==> src/idks_pkg.sv <==
// shared types, constants and word table for the identifier and keyword scanner
`timescale 1ns / 1ps
`default_nettype none
package idks_pkg;

  localparam int MAX_TEXT_DEF = 32;
  localparam int POS_BITS_DEF = 32;
  localparam int WORD_COUNT = 27;
  localparam int WORD_MAX = 9;
  localparam logic [15:0] SPACE = 16'h0020;

  typedef enum logic [1:0] {
    KIND_PASS    = 2'd0,
    KIND_KEYWORD = 2'd1,
    KIND_BOOL    = 2'd2,
    KIND_TEXT    = 2'd3
  } kind_t;

  typedef struct packed {
    logic       hit;
    logic       is_bool;
    logic [3:0] code;
  } match_t;

  localparam logic [3:0] WORD_LEN [WORD_COUNT] = '{
    4'd6, 4'd2, 4'd7, 4'd4, 4'd4, 4'd4, 4'd5, 4'd9, 4'd4, 4'd3, 4'd5,
    4'd2, 4'd2, 4'd1, 4'd3, 4'd2, 4'd2, 4'd2, 4'd1, 4'd4, 4'd2, 4'd2, 4'd2,
    4'd4, 4'd5, 4'd1, 4'd1
  };

  localparam logic WORD_BOOL [WORD_COUNT] = '{
    1'b0, 1'b0, 1'b0, 1'b0, 1'b0, 1'b0, 1'b0, 1'b0, 1'b0, 1'b0, 1'b0,
    1'b0, 1'b0, 1'b0, 1'b0, 1'b0, 1'b0, 1'b0, 1'b0, 1'b0, 1'b0, 1'b0, 1'b0,
    1'b1, 1'b1, 1'b1, 1'b1
  };

  localparam logic [3:0] WORD_CODE [WORD_COUNT] = '{
    4'd0, 4'd1, 4'd2, 4'd3, 4'd4, 4'd5, 4'd6, 4'd7, 4'd8, 4'd9, 4'd10,
    4'd0, 4'd1, 4'd1, 4'd2, 4'd3, 4'd4, 4'd5, 4'd6, 4'd7, 4'd8, 4'd9, 4'd10,
    4'd1, 4'd0, 4'd1, 4'd0
  };

  localparam logic [15:0] WORD_UNIT [WORD_COUNT][WORD_MAX] = '{
    '{16'h0069, 16'h006D, 16'h0070, 16'h006F, 16'h0072, 16'h0074, 16'h0, 16'h0, 16'h0},
    '{16'h0069, 16'h0066, 16'h0, 16'h0, 16'h0, 16'h0, 16'h0, 16'h0, 16'h0},
    '{16'h0065, 16'h006C, 16'h0073, 16'h0065, 16'h0020, 16'h0069, 16'h0066, 16'h0, 16'h0},
    '{16'h0065, 16'h006C, 16'h0073, 16'h0065, 16'h0, 16'h0, 16'h0, 16'h0, 16'h0},
    '{16'h006C, 16'h006F, 16'h006F, 16'h0070, 16'h0, 16'h0, 16'h0, 16'h0, 16'h0},
    '{16'h0066, 16'h0075, 16'h006E, 16'h0063, 16'h0, 16'h0, 16'h0, 16'h0, 16'h0},
    '{16'h0063, 16'h006C, 16'h0061, 16'h0073, 16'h0073, 16'h0, 16'h0, 16'h0, 16'h0},
    '{16'h006E, 16'h0061, 16'h006D, 16'h0065, 16'h0073, 16'h0070, 16'h0061, 16'h0063,
      16'h0065},
    '{16'h0065, 16'h006E, 16'h0075, 16'h006D, 16'h0, 16'h0, 16'h0, 16'h0, 16'h0},
    '{16'h0074, 16'h0072, 16'h0079, 16'h0, 16'h0, 16'h0, 16'h0, 16'h0, 16'h0},
    '{16'h0063, 16'h0061, 16'h0074, 16'h0063, 16'h0068, 16'h0, 16'h0, 16'h0, 16'h0},
    '{16'h5BFC, 16'h5165, 16'h0, 16'h0, 16'h0, 16'h0, 16'h0, 16'h0, 16'h0},
    '{16'h5982, 16'h679C, 16'h0, 16'h0, 16'h0, 16'h0, 16'h0, 16'h0, 16'h0},
    '{16'h82E5, 16'h0, 16'h0, 16'h0, 16'h0, 16'h0, 16'h0, 16'h0, 16'h0},
    '{16'h53C8, 16'h5982, 16'h679C, 16'h0, 16'h0, 16'h0, 16'h0, 16'h0, 16'h0},
    '{16'h5426, 16'h5219, 16'h0, 16'h0, 16'h0, 16'h0, 16'h0, 16'h0, 16'h0},
    '{16'h5FAA, 16'h73AF, 16'h0, 16'h0, 16'h0, 16'h0, 16'h0, 16'h0, 16'h0},
    '{16'h51FD, 16'h6570, 16'h0, 16'h0, 16'h0, 16'h0, 16'h0, 16'h0, 16'h0},
    '{16'h7C7B, 16'h0, 16'h0, 16'h0, 16'h0, 16'h0, 16'h0, 16'h0, 16'h0},
    '{16'h547D, 16'h540D, 16'h7A7A, 16'h95F4, 16'h0, 16'h0, 16'h0, 16'h0, 16'h0},
    '{16'h679A, 16'h4E3E, 16'h0, 16'h0, 16'h0, 16'h0, 16'h0, 16'h0, 16'h0},
    '{16'h5C1D, 16'h8BD5, 16'h0, 16'h0, 16'h0, 16'h0, 16'h0, 16'h0, 16'h0},
    '{16'h6355, 16'h83B7, 16'h0, 16'h0, 16'h0, 16'h0, 16'h0, 16'h0, 16'h0},
    '{16'h0074, 16'h0072, 16'h0075, 16'h0065, 16'h0, 16'h0, 16'h0, 16'h0, 16'h0},
    '{16'h0066, 16'h0061, 16'h006C, 16'h0073, 16'h0065, 16'h0, 16'h0, 16'h0, 16'h0},
    '{16'h771F, 16'h0, 16'h0, 16'h0, 16'h0, 16'h0, 16'h0, 16'h0, 16'h0},
    '{16'h5047, 16'h0, 16'h0, 16'h0, 16'h0, 16'h0, 16'h0, 16'h0, 16'h0}
  };

  function automatic logic in_set(input logic [15:0] c);
    in_set = (c >= 16'h0041 && c <= 16'h005A) || (c >= 16'h0061 && c <= 16'h007A) ||
             (c == 16'h005F) || (c >= 16'h0030 && c <= 16'h0039) || (c == SPACE) ||
             (c >= 16'h4E00 && c <= 16'h9FFF);
  endfunction

endpackage
`default_nettype wire

==> src/idks_match.sv <==
// keyword and boolean word matcher over the head of the token text
`timescale 1ns / 1ps
`default_nettype none
module idks_match #(
  parameter int CNT_BITS = $clog2(idks_pkg::MAX_TEXT_DEF + 1)
) (
  input  wire logic [15:0]         units [idks_pkg::WORD_MAX],
  input  wire logic [CNT_BITS-1:0] len,
  output idks_pkg::match_t         result
);
  import idks_pkg::*;

  always_comb begin
    logic hit_w;
    result = '0;
    for (int w = 0; w < WORD_COUNT; w++) begin
      hit_w = (len == CNT_BITS'(WORD_LEN[w]));
      for (int i = 0; i < WORD_MAX; i++) begin
        if (i < int'(WORD_LEN[w]) && units[i] != WORD_UNIT[w][i]) begin
          hit_w = 1'b0;
        end
      end
      if (hit_w && !result.hit) begin
        result.hit = 1'b1;
        result.is_bool = WORD_BOOL[w];
        result.code = WORD_CODE[w];
      end
    end
  end

endmodule
`default_nettype wire

==> src/identifier_keyword_scanner_top.sv <==
// top level of the identifier and keyword scanner
`timescale 1ns / 1ps
`default_nettype none
// Takes one character unit per cycle unless in_stall is high. A unit that causes at most one
// result (a passed unit, or one that only extends an open token) keeps the input running at
// one item per cycle while out_stall is low. A closing token's results leave one per cycle,
// as out_stall allows, through the single output register; the input stalls until the last
// is loaded: one result per keyword or boolean, n per n-unit text token, plus a passed closer.
// Token text is held in a buffer of MAX_TEXT registers; longer text is cut and flagged.
module identifier_keyword_scanner_top #(
  parameter int MAX_TEXT = idks_pkg::MAX_TEXT_DEF,
  parameter int POS_BITS = idks_pkg::POS_BITS_DEF
) (
  input  wire logic        clk,
  input  wire logic        rst,
  input  wire logic        in_valid,
  output logic             in_stall,
  input  wire logic [15:0] code_unit,
  input  wire logic        end_of_stream,
  output logic             out_valid,
  input  wire logic        out_stall,
  output logic [1:0]       kind,
  output logic [3:0]       keyword_code,
  output logic             bool_value,
  output logic [15:0]      unit_out,
  output logic [31:0]      begin_pos,
  output logic [31:0]      end_pos,
  output logic [5:0]       text_length,
  output logic             truncated,
  output logic             last
);
  import idks_pkg::*;

  localparam int CW = $clog2(MAX_TEXT + 1);
  localparam int IW = $clog2(MAX_TEXT);

  // scanner state
  logic                token_open, token_open_next;
  logic                previous_was_space, previous_was_space_next;
  logic                tail_space, tail_space_next;
  logic [CW-1:0]       text_count, text_count_next;
  logic [POS_BITS-1:0] token_begin, token_begin_next;
  logic [POS_BITS-1:0] stream_position, stream_position_next;
  logic                overflowed, overflowed_next;
  logic [15:0]         text_buf [MAX_TEXT];

  // pending results of the last item
  logic                tok_pending, tok_pending_next;
  logic                pass_pending, pass_pending_next;
  logic [CW-1:0]       tok_n, tok_n_next;
  logic [POS_BITS-1:0] tok_begin, tok_begin_next;
  logic [POS_BITS-1:0] tok_end, tok_end_next;
  logic                tok_ovf, tok_ovf_next;
  logic [IW-1:0]       idx, idx_next;
  logic [15:0]         pass_unit, pass_unit_next;
  logic [POS_BITS-1:0] pass_pos, pass_pos_next;
  logic [POS_BITS-1:0] pass_end, pass_end_next;

  logic                out_valid_next;
  logic                load;
  kind_t               o_kind;
  logic [3:0]          o_code;
  logic                o_bool;
  logic [15:0]         o_unit;
  logic [31:0]         o_begin, o_end;
  logic [5:0]          o_len;
  logic                o_trunc, o_last;

  logic                wr_en;
  logic [IW-1:0]       wr_idx;
  logic                in_accept, busy, slot_free, tok_last, finishing;
  logic [15:0]         head [WORD_MAX];
  match_t              m;
  logic                word_hit;

  always_comb begin
    for (int i = 0; i < WORD_MAX; i++) begin
      head[i] = text_buf[i];
    end
  end

  idks_match #(.CNT_BITS(CW)) u_match (
    .units  (head),
    .len    (tok_n),
    .result (m)
  );

  // truncated text never matches a word
  assign word_hit  = m.hit && !tok_ovf;
  assign busy      = tok_pending || pass_pending;
  assign slot_free = !out_valid || !out_stall;
  assign tok_last  = word_hit || (idx == IW'(tok_n - CW'(1)));
  assign finishing = slot_free && (tok_pending ? (tok_last && !pass_pending) : pass_pending);
  assign in_stall  = busy && !finishing;
  assign in_accept = in_valid && !in_stall;
  assign load      = busy && slot_free;

  always_comb begin
    logic                member, sp, close1;
    logic [POS_BITS-1:0] pos_next;

    token_open_next         = token_open;
    previous_was_space_next = previous_was_space;
    tail_space_next         = tail_space;
    text_count_next         = text_count;
    token_begin_next        = token_begin;
    stream_position_next    = stream_position;
    overflowed_next         = overflowed;
    tok_pending_next        = tok_pending;
    pass_pending_next       = pass_pending;
    tok_n_next              = tok_n;
    tok_begin_next          = tok_begin;
    tok_end_next            = tok_end;
    tok_ovf_next            = tok_ovf;
    idx_next                = idx;
    pass_unit_next          = pass_unit;
    pass_pos_next           = pass_pos;
    pass_end_next           = pass_end;
    out_valid_next          = out_valid && out_stall;
    wr_en                   = 1'b0;
    wr_idx                  = '0;
    o_kind                  = KIND_PASS;
    o_code                  = '0;
    o_bool                  = 1'b0;
    o_unit                  = '0;
    o_begin                 = '0;
    o_end                   = '0;
    o_len                   = '0;
    o_trunc                 = 1'b0;
    o_last                  = 1'b0;
    member                  = in_set(code_unit);
    sp                      = (code_unit == SPACE);
    close1                  = token_open && !member;
    pos_next                = stream_position + POS_BITS'(1);

    // drain one pending result into the output register
    if (load) begin
      out_valid_next = 1'b1;
      if (tok_pending) begin
        o_begin = 32'(tok_begin);
        o_end   = 32'(tok_end);
        o_len   = 6'(tok_n);
        o_last  = tok_last && !pass_pending;
        if (word_hit) begin
          o_kind = m.is_bool ? KIND_BOOL : KIND_KEYWORD;
          o_code = m.is_bool ? 4'd0 : m.code;
          o_bool = m.is_bool && m.code[0];
        end else begin
          o_kind  = KIND_TEXT;
          o_unit  = text_buf[idx];
          o_trunc = tok_ovf;
          idx_next = idx + IW'(1);
        end
        if (tok_last) begin
          tok_pending_next = 1'b0;
        end
      end else begin
        o_kind  = KIND_PASS;
        o_unit  = pass_unit;
        o_begin = 32'(pass_pos);
        o_end   = 32'(pass_end);
        o_last  = 1'b1;
        pass_pending_next = 1'b0;
      end
    end

    // take a new item
    if (in_accept) begin
      tok_pending_next  = 1'b0;
      pass_pending_next = 1'b0;
      idx_next          = '0;
      if (close1) begin
        tok_pending_next        = 1'b1;
        tok_n_next              = text_count - CW'(tail_space);
        tok_begin_next          = token_begin;
        tok_end_next            = stream_position;
        tok_ovf_next            = overflowed;
        token_open_next         = 1'b0;
        previous_was_space_next = 1'b1;
        text_count_next         = '0;
        overflowed_next         = 1'b0;
      end
      if (!token_open_next && member && !sp) begin
        token_open_next         = 1'b1;
        token_begin_next        = stream_position;
        text_count_next         = '0;
        overflowed_next         = 1'b0;
        previous_was_space_next = 1'b1;
        tail_space_next         = 1'b0;
      end
      if (token_open_next) begin
        if (!(sp && previous_was_space_next)) begin
          if (text_count_next < CW'(MAX_TEXT)) begin
            wr_en           = 1'b1;
            wr_idx          = text_count_next[IW-1:0];
            text_count_next = text_count_next + CW'(1);
            tail_space_next = sp;
          end else begin
            overflowed_next = 1'b1;
          end
          previous_was_space_next = sp;
        end
        if (end_of_stream) begin
          tok_pending_next        = 1'b1;
          tok_n_next              = text_count_next - CW'(tail_space_next);
          tok_begin_next          = token_begin_next;
          tok_end_next            = pos_next;
          tok_ovf_next            = overflowed_next;
          token_open_next         = 1'b0;
          previous_was_space_next = 1'b1;
          text_count_next         = '0;
          overflowed_next         = 1'b0;
        end
      end else begin
        pass_pending_next = 1'b1;
        pass_unit_next    = code_unit;
        pass_pos_next     = stream_position;
        pass_end_next     = pos_next;
      end
      stream_position_next = end_of_stream ? '0 : pos_next;
    end
  end

  always_ff @(posedge clk) begin
    if (rst) begin
      token_open         <= 1'b0;
      previous_was_space <= 1'b1;
      tail_space         <= 1'b0;
      text_count         <= '0;
      token_begin        <= '0;
      stream_position    <= '0;
      overflowed         <= 1'b0;
      tok_pending        <= 1'b0;
      pass_pending       <= 1'b0;
      idx                <= '0;
      out_valid          <= 1'b0;
    end else begin
      token_open         <= token_open_next;
      previous_was_space <= previous_was_space_next;
      tail_space         <= tail_space_next;
      text_count         <= text_count_next;
      token_begin        <= token_begin_next;
      stream_position    <= stream_position_next;
      overflowed         <= overflowed_next;
      tok_pending        <= tok_pending_next;
      pass_pending       <= pass_pending_next;
      idx                <= idx_next;
      out_valid          <= out_valid_next;
    end
  end

  always_ff @(posedge clk) begin
    tok_n     <= tok_n_next;
    tok_begin <= tok_begin_next;
    tok_end   <= tok_end_next;
    tok_ovf   <= tok_ovf_next;
    pass_unit <= pass_unit_next;
    pass_pos  <= pass_pos_next;
    pass_end  <= pass_end_next;
    if (wr_en) begin
      text_buf[wr_idx] <= code_unit;
    end
    if (load) begin
      kind         <= o_kind;
      keyword_code <= o_code;
      bool_value   <= o_bool;
      unit_out     <= o_unit;
      begin_pos    <= o_begin;
      end_pos      <= o_end;
      text_length  <= o_len;
      truncated    <= o_trunc;
      last         <= o_last;
    end
  end

`ifndef ASSERT_OFF
  a_no_stall_idle: assert property (@(posedge clk) disable iff (rst)
    !busy |-> !in_stall) else $error("input stalled with nothing pending");
  a_run_continues: assert property (@(posedge clk) disable iff (rst)
    out_valid && !out_stall && !last |=> out_valid)
    else $error("result run broken before its last item");
  a_count_bound: assert property (@(posedge clk) disable iff (rst)
    text_count <= CW'(MAX_TEXT)) else $error("text count past buffer size");
  a_token_nonempty: assert property (@(posedge clk) disable iff (rst)
    tok_pending |-> tok_n != '0) else $error("closed token with empty text");
`endif

endmodule
`default_nettype wire
==> config.mk <==
export PLATFORM = sky130hd
export DESIGN_NAME = identifier_keyword_scanner_top
export DESIGN_NICKNAME = d
export VERILOG_FILES = /design/src/idks_pkg.sv /design/src/idks_match.sv /design/src/identifier_keyword_scanner_top.sv
export SDC_FILE = /design/constraint.sdc
export NUM_CORES = 1
export LEC_CHECK = 0
export BUFFER_PORTS_ARGS = -buffer_cell sky130_fd_sc_hd__buf_2
export CAP_MARGIN = 0
export CORE_UTILIZATION = 50
export DETAILED_ROUTE_END_ITERATION = 7
export PLACE_DENSITY = 0.66
export SLEW_MARGIN = 5
export SYNTH_ARGS = -nofsm -noshare
export SYNTH_HDL_FRONTEND = slang
export SYNTH_SLANG_ARGS = --single-unit
==> constraint.sdc <==
create_clock -name clk -period 7.89 [get_ports clk]
set_input_delay 0.789 -clock clk [delete_from_list [all_inputs] [get_ports clk]]
set_output_delay 0.789 -clock clk [all_outputs]
set_load 0.1 [all_outputs]
==> flow_metrics.env <==
export IMPL_status="finished clean"
export IMPL_tns_ns=0
export IMPL_synthToLayoutAreaGrowth_pct=12.6
export IMPL_cts_buffers=86
export IMPL_critPathMaxFanout=10
export IMPL_start_util=0.507
export IMPL_die_area_um2=73700
export IMPL_cts_root_buffer="clkbuf_16"
export IMPL_core_area_um2=71600
export IMPL_clkTransAtPathRegs_ns=0.06
export IMPL_antenna_left=0
export IMPL_max_stage_delay_ns=0.64
export IMPL_die_y_um=271
export IMPL_synthAdderAreaFrac=0.00448
export IMPL_antennaDiodeCount=0
export IMPL_cts_tree="built"
export IMPL_crit_slowest_cell="nor3_1"
export IMPL_fin_skew_ns=0.0253
export IMPL_fillers=5590
export IMPL_cts_setup_buffers=0
export IMPL_yosys_warnings=0
export IMPL_cts_buffer_depth=3
export IMPL_grt_pass1_wl_um=142000
export IMPL_finalNetCount=2529
export IMPL_slew_violations=0
export IMPL_synth_compound_area_frac=0.0424
export IMPL_powerDensity_nw_per_um2=249
export IMPL_row_count=98
export IMPL_totalWireLength_um=96400
export IMPL_ys_flop_type="edfxtp_1"
export IMPL_synth_xor_area_frac=0.0111
export IMPL_startpoint_type="register"
export IMPL_grt_max_degree=104
export IMPL_critPathArrivalTime_ns=4.29
export IMPL_cpLargestDelayFamily="simple AND/OR/NAND/NOR gates"
export IMPL_setup_viol=0
export IMPL_routed_wl_met2_um=45400
export IMPL_drc_errors=0
export IMPL_path_cells="nor3_1 -> nand4_2 -> nor4_1 -> a32oi_1 -> nand4_1 -> nor4_1 -> a21oi_4 -> nor2_1 -> buf_2"
export IMPL_max_clock_freq_mhz=197
export IMPL_antenna_found_initial=5
export IMPL_path_class="register to output port"
export IMPL_syn_inst=2376
export IMPL_ys_seq_elements=845
export IMPL_drt_met1_wl_um=40000
export IMPL_cts_resized=0
export IMPL_dp_final_hpwl_um=60300
export IMPL_synth_top_family_by_area="multiplexers"
export IMPL_fp_dieW_um=271
export IMPL_ctsHoldBuffers=0
export IMPL_hold_viol_final=0
export IMPL_synthArstFlopShare=0
export IMPL_clock_latency_ns=0.65
export IMPL_seqCellArea_um2=24500
export IMPL_tightest_slew_ns=1.27
export IMPL_cp_required_ns=7.10
export IMPL_synth_common_cells="edfxtp_1 (758), nor2_1 (193), mux4_2 (160), nand2_1 (145), clkbuf_1 (93)"
export IMPL_synth_most_common_cell="edfxtp_1"
export IMPL_setup_ws_ns=2.81
export IMPL_leakagePower_nw=13.3
export IMPL_cp_end_kind="output port"
export IMPL_whs_ns=0.490
export IMPL_drt_pass1_iterations=6
export IMPL_io_buffers=117
export IMPL_multiInputGateArea_um2=11200
export IMPL_wl_met3_um=7740
export IMPL_avgSynthCellArea_um2=15.3
export IMPL_io_pins=118
export IMPL_synth_seq_area_share=0.675
export IMPL_wl_per_cell_um=27.4
export IMPL_vias_per_cell=6.32
export IMPL_synth_edf_count=758
export IMPL_pre_cts_ws_ns=2.35
export IMPL_synthesis_area_um2=36300
export IMPL_rsz0062_at_grt="false"
export IMPL_highest_layer="met5"
export IMPL_fin_crit_ns=5.08
export IMPL_yosysUniqueCellTypes=81
export IMPL_maxCapViolCount=0
export IMPL_slew_headroom=0.146
export IMPL_worstHoldPathType="register to register"
export IMPL_layout_drive_gt1_share=0.235
export IMPL_yosys_area_top_type="edfxtp_1"
export IMPL_grt_use_total=0.262
export IMPL_vias=22200
export IMPL_cts_htree_levels=3
export IMPL_cp_common_cell="nor4_1"
export IMPL_cts_sinks=845
export IMPL_synthTopCellsByArea="edfxtp_1 (63%), mux4_2 (9.9%), dfxtp_1 (4.8%)"
export IMPL_crit_buf_inv=1
export IMPL_synth_fp_nets=2410
export IMPL_grt_overflow_total=0
export IMPL_grt_pass1_vias=21700
export IMPL_drt_iter0_drc=2797
export IMPL_muxShareOfSynthArea=0.134
export IMPL_finalCritPeriodShare=0.643
export IMPL_gp_congestion=0.924
export IMPL_yosysTopAreaCellShare=0.627
export IMPL_vdd_drop_max_mv=0.252
export IMPL_synthSimpleGateAreaFrac=0.111
-- cells by family (layout without fill, tap and decap cells) --
kind of cell	Yosys count	in the layout
flip-flops	845	845
AND/OR/NAND/NOR	766	766
multiplexers	277	277
AO/OA/AOI/OAI	236	236
buffers and inverters	193	378
XOR/XNOR	46	46
adder cells (fa/ha/maj)	13	13
-- metrics by stage --
stage / cells / total power, mW / utilization / cell area, um^2
floorplan: 2376 / 6.04 / - / 36300
global placement: 3357 / 6.31 / 0.533 / 38100
detailed placement: 3357 / 6.33 / 0.533 / 38100
CTS: 3511 / 10.2 / 0.571 / 40900
global route: 3511 / 10.5 / 0.571 / 40900
finish: 3511 / 10.2 / 0.571 / 40900
-- power by group --
group | total (mW) | internal (mW) | switching (mW)
combinational | 1.08 | 0.232 | 0.846
clock | 3.93 | 2.24 | 1.69
sequential | 5.16 | 5.07 | 0.0864
total | 10.2 | 7.54 | 2.62
-- state kept, by name, summed over array words and instances (netlist names), 2 cells and up, named ones only --
signal           count
keyword_code         4
pass_end            32
begin_pos           32
text_length          6
end_pos             32
text_count           6
pass_unit           16
tok_n                6
unit_out            16
stream_position     32
tok_begin           32
text_buf           512
kind                 2
idx                  5
tok_end             32
token_begin         32
pass_pos            32
-- worst paths after layout --
| check | start | to | slack [ns] | cells after the start |
|---|---|---|---|---|
| worst max-delay path | text_buf[0][12] | in_stall | 2.81 | 9 |
| worst min-delay path | text_count[0] | text_count[0] | 0.49 | 1 |
| worst max register to register | text_buf[0][12] | text_buf[3][8] | 2.82 | 10 |
| worst min register to register | text_count[0] | text_count[0] | 0.49 | 1 |
-- metal layers --
| metal | up-vias | global-route usage |
|---|---|---|
| li1 | 9621 | - |
| met1 | 11400 | 0.370 |
| met2 | 1047 | 0.414 |
| met3 | 178 | 0.0423 |
| met4 | 2 | 0.0903 |
| met5 | - | 0 |
-- worst reg2reg max path: cells and delay by family (launching register included) --
kind,cells,cell delay (ns)
AOI/OAI and AO/OA,3,0.66
buffers and inverters,1,0.33
DFF,1,0.58
and+or+nand+nor,6,3.11
-- final cells by class --
cell class / count / area share
clock buffers: 109 / 0.0555
clock inverters: 45 / 0.0108
inverters: 51 / 0.00472
multi-input cells: 1338 / 0.275
flip-flops and latches: 845 / 0.600
well taps: 950 / 0.0291
repair buffers: 173 / 0.0249
-- layout by cell type, fill, tap and decap left out, types with 11 or more instances in the layout --
cell       instances
a21oi_1           51
and2_1            20
inv_1             50
clkbuf_16         86
mux4_2           160
xor2_1            21
dfxtp_1           83
and3_1            13
nand2b_1          16
nor4bb_1          15
mux2i_1           37
edfxtp_1         758
nor2b_1           21
xnor2_1           25
buf_4             55
buf_2            117
clkbuf_1          20
nor4b_1           12
a31oi_1           11
nor4_1            47
ha_1              13
nor3_1            34
o22ai_1           39
clkinv_2          16
mux2_2            80
nand2_1          143
o21ai_0           53
clkinv_1          13
nor3_2            29
nand4_1           53
nor2_1           192
or3_1             22
nand3_1           82
Power figures use the tool's default switching activity.
